===== src/rtl/current_profile_point_generator_macros.svh =====
// assertion macros for the profile point generator
`ifndef CURRENT_PROFILE_POINT_GENERATOR_MACROS_SVH
`define CURRENT_PROFILE_POINT_GENERATOR_MACROS_SVH
`ifndef NO_ASSERTIONS
`define CPG_ASSERT(lbl, clk, rst_n, prop) \
    lbl: assert property (@(posedge clk) disable iff (!rst_n) prop) else $error("lbl");
`define CPG_ASSERT_NR(lbl, clk, prop) \
    lbl: assert property (@(posedge clk) prop) else $error("lbl");
`else
`define CPG_ASSERT(lbl, clk, rst_n, prop)
`define CPG_ASSERT_NR(lbl, clk, prop)
`endif
`endif


===== src/rtl/cpg_pkg.sv =====
`timescale 1ns / 1ps
package cpg_pkg;
    localparam int MaxSegments = 32;
    localparam int MaxPoints = 1024;
    localparam int SegIdxW = $clog2(MaxSegments);
    localparam int SegCntW = $clog2(MaxSegments + 1);

    localparam logic [1:0] MODE_CLEAR = 2'd0;
    localparam logic [1:0] MODE_LOAD = 2'd1;
    localparam logic [1:0] MODE_QUERY = 2'd2;

    localparam logic [1:0] TR_STEP = 2'd0;
    localparam logic [1:0] TR_RAMP = 2'd1;
    localparam logic [1:0] TR_HOLD = 2'd2;
    // unused transition code, stored as a step
    localparam logic [1:0] TR_ALT = 2'd3;

    localparam logic [2:0] ST_OK = 3'd0;
    localparam logic [2:0] ST_ZERO_DUR = 3'd1;
    localparam logic [2:0] ST_OVER_LIMIT = 3'd2;
    localparam logic [2:0] ST_FULL = 3'd3;
    localparam logic [2:0] ST_EMPTY = 3'd4;

    localparam logic CFG_NUM_POINTS = 1'b0;
    localparam logic CFG_CURRENT_LIMIT = 1'b1;

    // classified item handed from front to back
    typedef struct packed {
        logic [1:0]  mode;
        logic [1:0]  kind;
        logic [14:0] cur;
        logic [15:0] dur;
        logic [9:0]  idx;
    } t_item;

    typedef struct packed {
        logic [2:0]  status;
        logic [14:0] value;
        logic [5:0]  count;
        logic [20:0] total;
        logic [14:0] max_cur;
        logic [14:0] min_cur;
    } t_result;
endpackage


===== src/rtl/cpg_front.sv =====
`timescale 1ns / 1ps
`include "current_profile_point_generator_macros.svh"
module cpg_front (
    input  logic           i_clk,
    input  logic           i_rst_n,
    input  logic           i_valid,
    output logic           o_ready,
    input  cpg_pkg::t_item i_item,
    output logic           o_valid,
    input  logic           i_ready,
    output cpg_pkg::t_item o_item
);
    // two entry queue
    cpg_pkg::t_item r_q [2];
    logic [1:0] r_cnt;
    logic r_wp, r_rp;
    logic push, pop;

    assign o_ready = (r_cnt != 2'd2);
    assign push = i_valid && o_ready;
    assign o_valid = (r_cnt != 2'd0);
    assign pop = o_valid && i_ready;
    assign o_item = r_q[r_rp];

    // map unused transition code to step
    cpg_pkg::t_item n_in;
    always_comb begin
        n_in = i_item;
        if (i_item.kind == cpg_pkg::TR_ALT) n_in.kind = cpg_pkg::TR_STEP;
    end

    always_ff @(posedge i_clk) begin
        if (push) r_q[r_wp] <= n_in;
    end

    always_ff @(posedge i_clk) begin
        if (!i_rst_n) begin
            r_cnt <= 2'd0;
            r_wp <= 1'b0;
            r_rp <= 1'b0;
        end else begin
            if (push) r_wp <= ~r_wp;
            if (pop) r_rp <= ~r_rp;
            r_cnt <= r_cnt + {1'b0, push} - {1'b0, pop};
        end
    end

    `CPG_ASSERT(a_no_overflow, i_clk, i_rst_n, r_cnt != 2'd3)
    `CPG_ASSERT(a_full_ptrs, i_clk, i_rst_n, (r_cnt == 2'd1) |-> (r_wp != r_rp))
    `CPG_ASSERT(a_cnt_push, i_clk, i_rst_n, (push && !pop) |=> (r_cnt == $past(r_cnt) + 2'd1))
endmodule


===== config.mk =====
export PLATFORM = sky130hd
export DESIGN_NAME = cpg_front
export DESIGN_NICKNAME = d
export VERILOG_FILES = /design/src/rtl/cpg_pkg.sv /design/src/rtl/cpg_front.sv
export VERILOG_INCLUDE_DIRS = /design/src /design/src/rtl
export SDC_FILE = /design/constraint.sdc
export NUM_CORES = 1
export LEC_CHECK = 0
export BUFFER_PORTS_ARGS = -buffer_cell sky130_fd_sc_hd__buf_2
export CAP_MARGIN = 20
export CORE_MARGIN = 5
export CORE_UTILIZATION = 55
export CTS_CLUSTER_DIAMETER = 200
export DETAILED_ROUTE_END_ITERATION = 16
export GPL_ROUTABILITY_DRIVEN = 0
export PLACE_DENSITY_LB_ADDON = 0.1
export SLEW_MARGIN = 20
export SYNTH_ARGS = -nofsm -noshare
export SYNTH_HDL_FRONTEND = slang
export SYNTH_SLANG_ARGS = --single-unit

===== constraint.sdc =====
create_clock -name i_clk -period 3.1 [get_ports i_clk]
set_clock_uncertainty 0.1 [all_clocks]
set_input_delay 0.155 -clock i_clk [delete_from_list [all_inputs] [get_ports i_clk]]
set_output_delay 0.155 -clock i_clk [all_outputs]
set_load 0.05 [all_outputs]

==> reports/metrics.csv <==
stage,metric,value,unit
floorplanning,dieWidth,89.97,um
min_path,holdPathStages,2,
synthesis,yosysWarnings,0,
run,max_cap_viol_count,0,
detailed_routing,antenna_left,0,
layout,area_growth,35.04,%
global_route,grt_antenna_before_repair,0,
layout,n_fill_cell,380,
detailed_routing,wl_met1,2628,um
floorplanning,ios,96,
clocking,cts-buffers-inserted,9,
detailed_routing,num_vias,2043,
power_and_ir_drop,irDropWorstVdd,510.9,uV
layout,diodes,0,
clocking,postCtsSetupBuffers,0,
floorplanning,coreArea,6277,um^2
synthesis,netlist_instances,171,
worst_setup_path,critPathArrivalTime,2.05,ns
worst_setup_path,regToRegSetupSlack,1.17,ns
timing,relSlewSlack,58.70,%
clocking,cts_tree,done,
global_route,grt_pass1_wl,10630,um
floorplanning,fp.dieH,89.97,um
placed_design,dp_slack,1.152,ns
global_route,grt_pass1_vias,2182,
synthesis,ys_seq_area_share,79.69,%
global_route,overflow,0,
timing,fin_tns_setup,0,ns
power_and_ir_drop,p_leak,0.001803,uW
synthesis,synthDistinctLibCells,25,
clocking,ctsResizeCount,0,
status,status,completed,
worst_setup_path,startpoint_type,flop,
worst_setup_path,r2r-start,r_cnt[1],
worst_setup_path,crit_type,reg -> out,
synthesis,ys_ff_latch,95,
synthesis,synth_nets,221,
detailed_routing,wirelength,6758,um
worst_setup_path,reg2reg_depth,6,
global_route,grt_max_degree,46,
clocking,h-tree-depth,3,
placed_design,io_buffers,95,
timing,grt_setup_unrepaired,no,
worst_setup_path,critPathCaptureType,output port,
timing,min_period,2.308,ns
clocking,clock-sinks,95,
clocking,clockBufferDepth,2,
placed_design,dp_hpwl,4066,um
global_route,grt_usage,16.83,%
clocking,cts_hold_buf,45,
detailed_routing,topRoutingLayerUsed,met4,
timing,worst_pin_slew,0.6194,ns
power_and_ir_drop,power.density,749.9,nW/um^2
min_path,hold_start,i_item[41],
detailed_routing,dr_wl_met2,3628,um
detailed_routing,vias_per_cell,5.069,
timing,setup_viol,0,
detailed_routing,wl_per_cell,16.77,um
timing,period_share,74.46,%
detailed_routing,drtIter0Drc,77,
timing,clock.fmax,433.2,MHz
clocking,clk_latency,0.34,ns
min_path,whs_endpoint,r_q[0][42],
floorplanning,die-area,8094,um^2
synthesis,syn_area,3517,um^2
detailed_routing,route.met3.wl,374,um
layout,multi_input_area,685.7,um^2
layout,drive_above_1_share,49.39,%
worst_setup_path,worstPathRequired,2.84,ns
worst_setup_path,r2r_end,r_cnt[1],
layout,layout.nets,371,
synthesis,syn_avg_cell_area,20.57,um^2
min_path,worstHoldPathType,in -> reg,
layout,regArea,2804,um^2
floorplanning,start_util,56.03,%
detailed_routing,drt_pass1_iterations,4,
timing,hold_viol,0,
clocking,clkTransAtPathRegs,0.09,ns
floorplanning,rows,29,
detailed_routing,drc_errors,0,
timing,maxSlewViolCount,0,
clocking,cts_root_buf,clkbuf_8,
worst_setup_path,critPathMaxFanout,25,
timing,fin_ws,0.7917,ns
-- critical path: stages (launching register included) --
cell and delay (ns):
dfxtp_2 0.71, buf_4 0.38, mux2_2 0.39, buf_2 0.22
-- where the power goes --
part | internal (uW) | total, uW | switching [uW]
clock | 373 | 776 | 403
combinational | 366 | 1160 | 790
sequential | 1560 | 1630 | 72.4
total | 2300 | 3560 | 1270
-- flip-flops by register name, indices dropped and copies added (netlist names), named ones only --
register  cells
r_cnt         2
r_q          90
r_rp          1
r_wp          1
-- cell families after synthesis --
| family | after synthesis | synth area share, % |
|---|---|---|
| compound gates | 6 | 1.281 |
| xor+xnor | 1 | 0.2491 |
| fa+ha+maj | 1 | 0.3557 |
| buf+inv | 6 | 0.8180 |
| flops | 95 | 79.69 |
| mux | 45 | 14.41 |
| simple gates | 17 | 3.202 |
-- per-layer routing --
| metal | vias to the layer above | GRT usage (%) |
|---|---|---|
| li1 | 972 | - |
| met1 | 1005 | 18.13 |
| met2 | 55 | 30.12 |
| met3 | 11 | 4.674 |
| met4 | 0 | 8.313 |
| met5 | - | 0 |
-- worst max path at each step --
stage	endpoint	slack, ns	cells after the start
floorplan	r_q[0][0]	0.65	3
global placement	o_item[37]	1.15	3
detailed placement	o_item[37]	1.15	3
CTS	o_item[37]	0.74	3
global route	o_item[43]	0.68	3
finish	o_item[43]	0.79	3
-- cell usage in the layout, fill, tap and decap left out, types with 2 or more instances in the layout --
cell           synthesis  layout
nor2b_1                3       3
nor2_1                 2       2
clkinvlp_4             0       4
mux2_2                41      41
and2_1                 3       3
edfxtp_1              90      90
dfxtp_1                5       4
mux2_1                 4       4
buf_4                  0       3
dlygate4sd3_1          0      45
o21ai_0                2       2
clkbuf_8               0       9
clkbuf_1               0       2
buf_2                  5      95
-- final cells by class --
class | instances | area share, %
tap | 77 | 2.028
multi-input combinational | 70 | 14.44
timing repair buffer | 144 | 20.39
inverter | 1 | 0.07903
sequential | 95 | 59.04
clock buffer | 11 | 2.766
clock inverter | 5 | 1.264
-- through the flow --
step                      instances  power (uW)  cell area, um^2  utilization [%]  hold WS, ns
final                           403        3562             4750            75.66      0.02045
after global routing            403        3699             4750            75.66     0.006047
after CTS                       403        3590             4750            75.66     0.004366
after detailed placement        342        2776             4108            65.44       0.2461
after global placement          342        2765             4108            65.44       0.2425
after floorplan                 171        2521             3517                -       0.1539
-- cell usage after synthesis --
master     n  area share [%]
a21bo_2    1            0.28
a21boi_1   1            0.21
and2_1     3            0.53
and3_1     1            0.18
and3_2     1            0.21
and3_4     1            0.32
buf_2      5            0.71
dfxtp_1    5             2.8
edfxtp_1  90              77
ha_1       1            0.36
inv_1      1            0.11
mux2_1     4             1.3
mux2_2    41              13
nand2b_1   1            0.18
nand3_1    1            0.14
nand3b_1   1            0.21
nor2_1     2            0.21
nor2b_1    3            0.53
nor4bb_1   1            0.28
o21ai_0    2            0.28
o21ba_2    1            0.28
o31ai_1    1            0.21
or2_2      1            0.18
or4_1      1            0.21
xnor2_1    1            0.25
No activity file was read; power rests on OpenSTA's default activity.
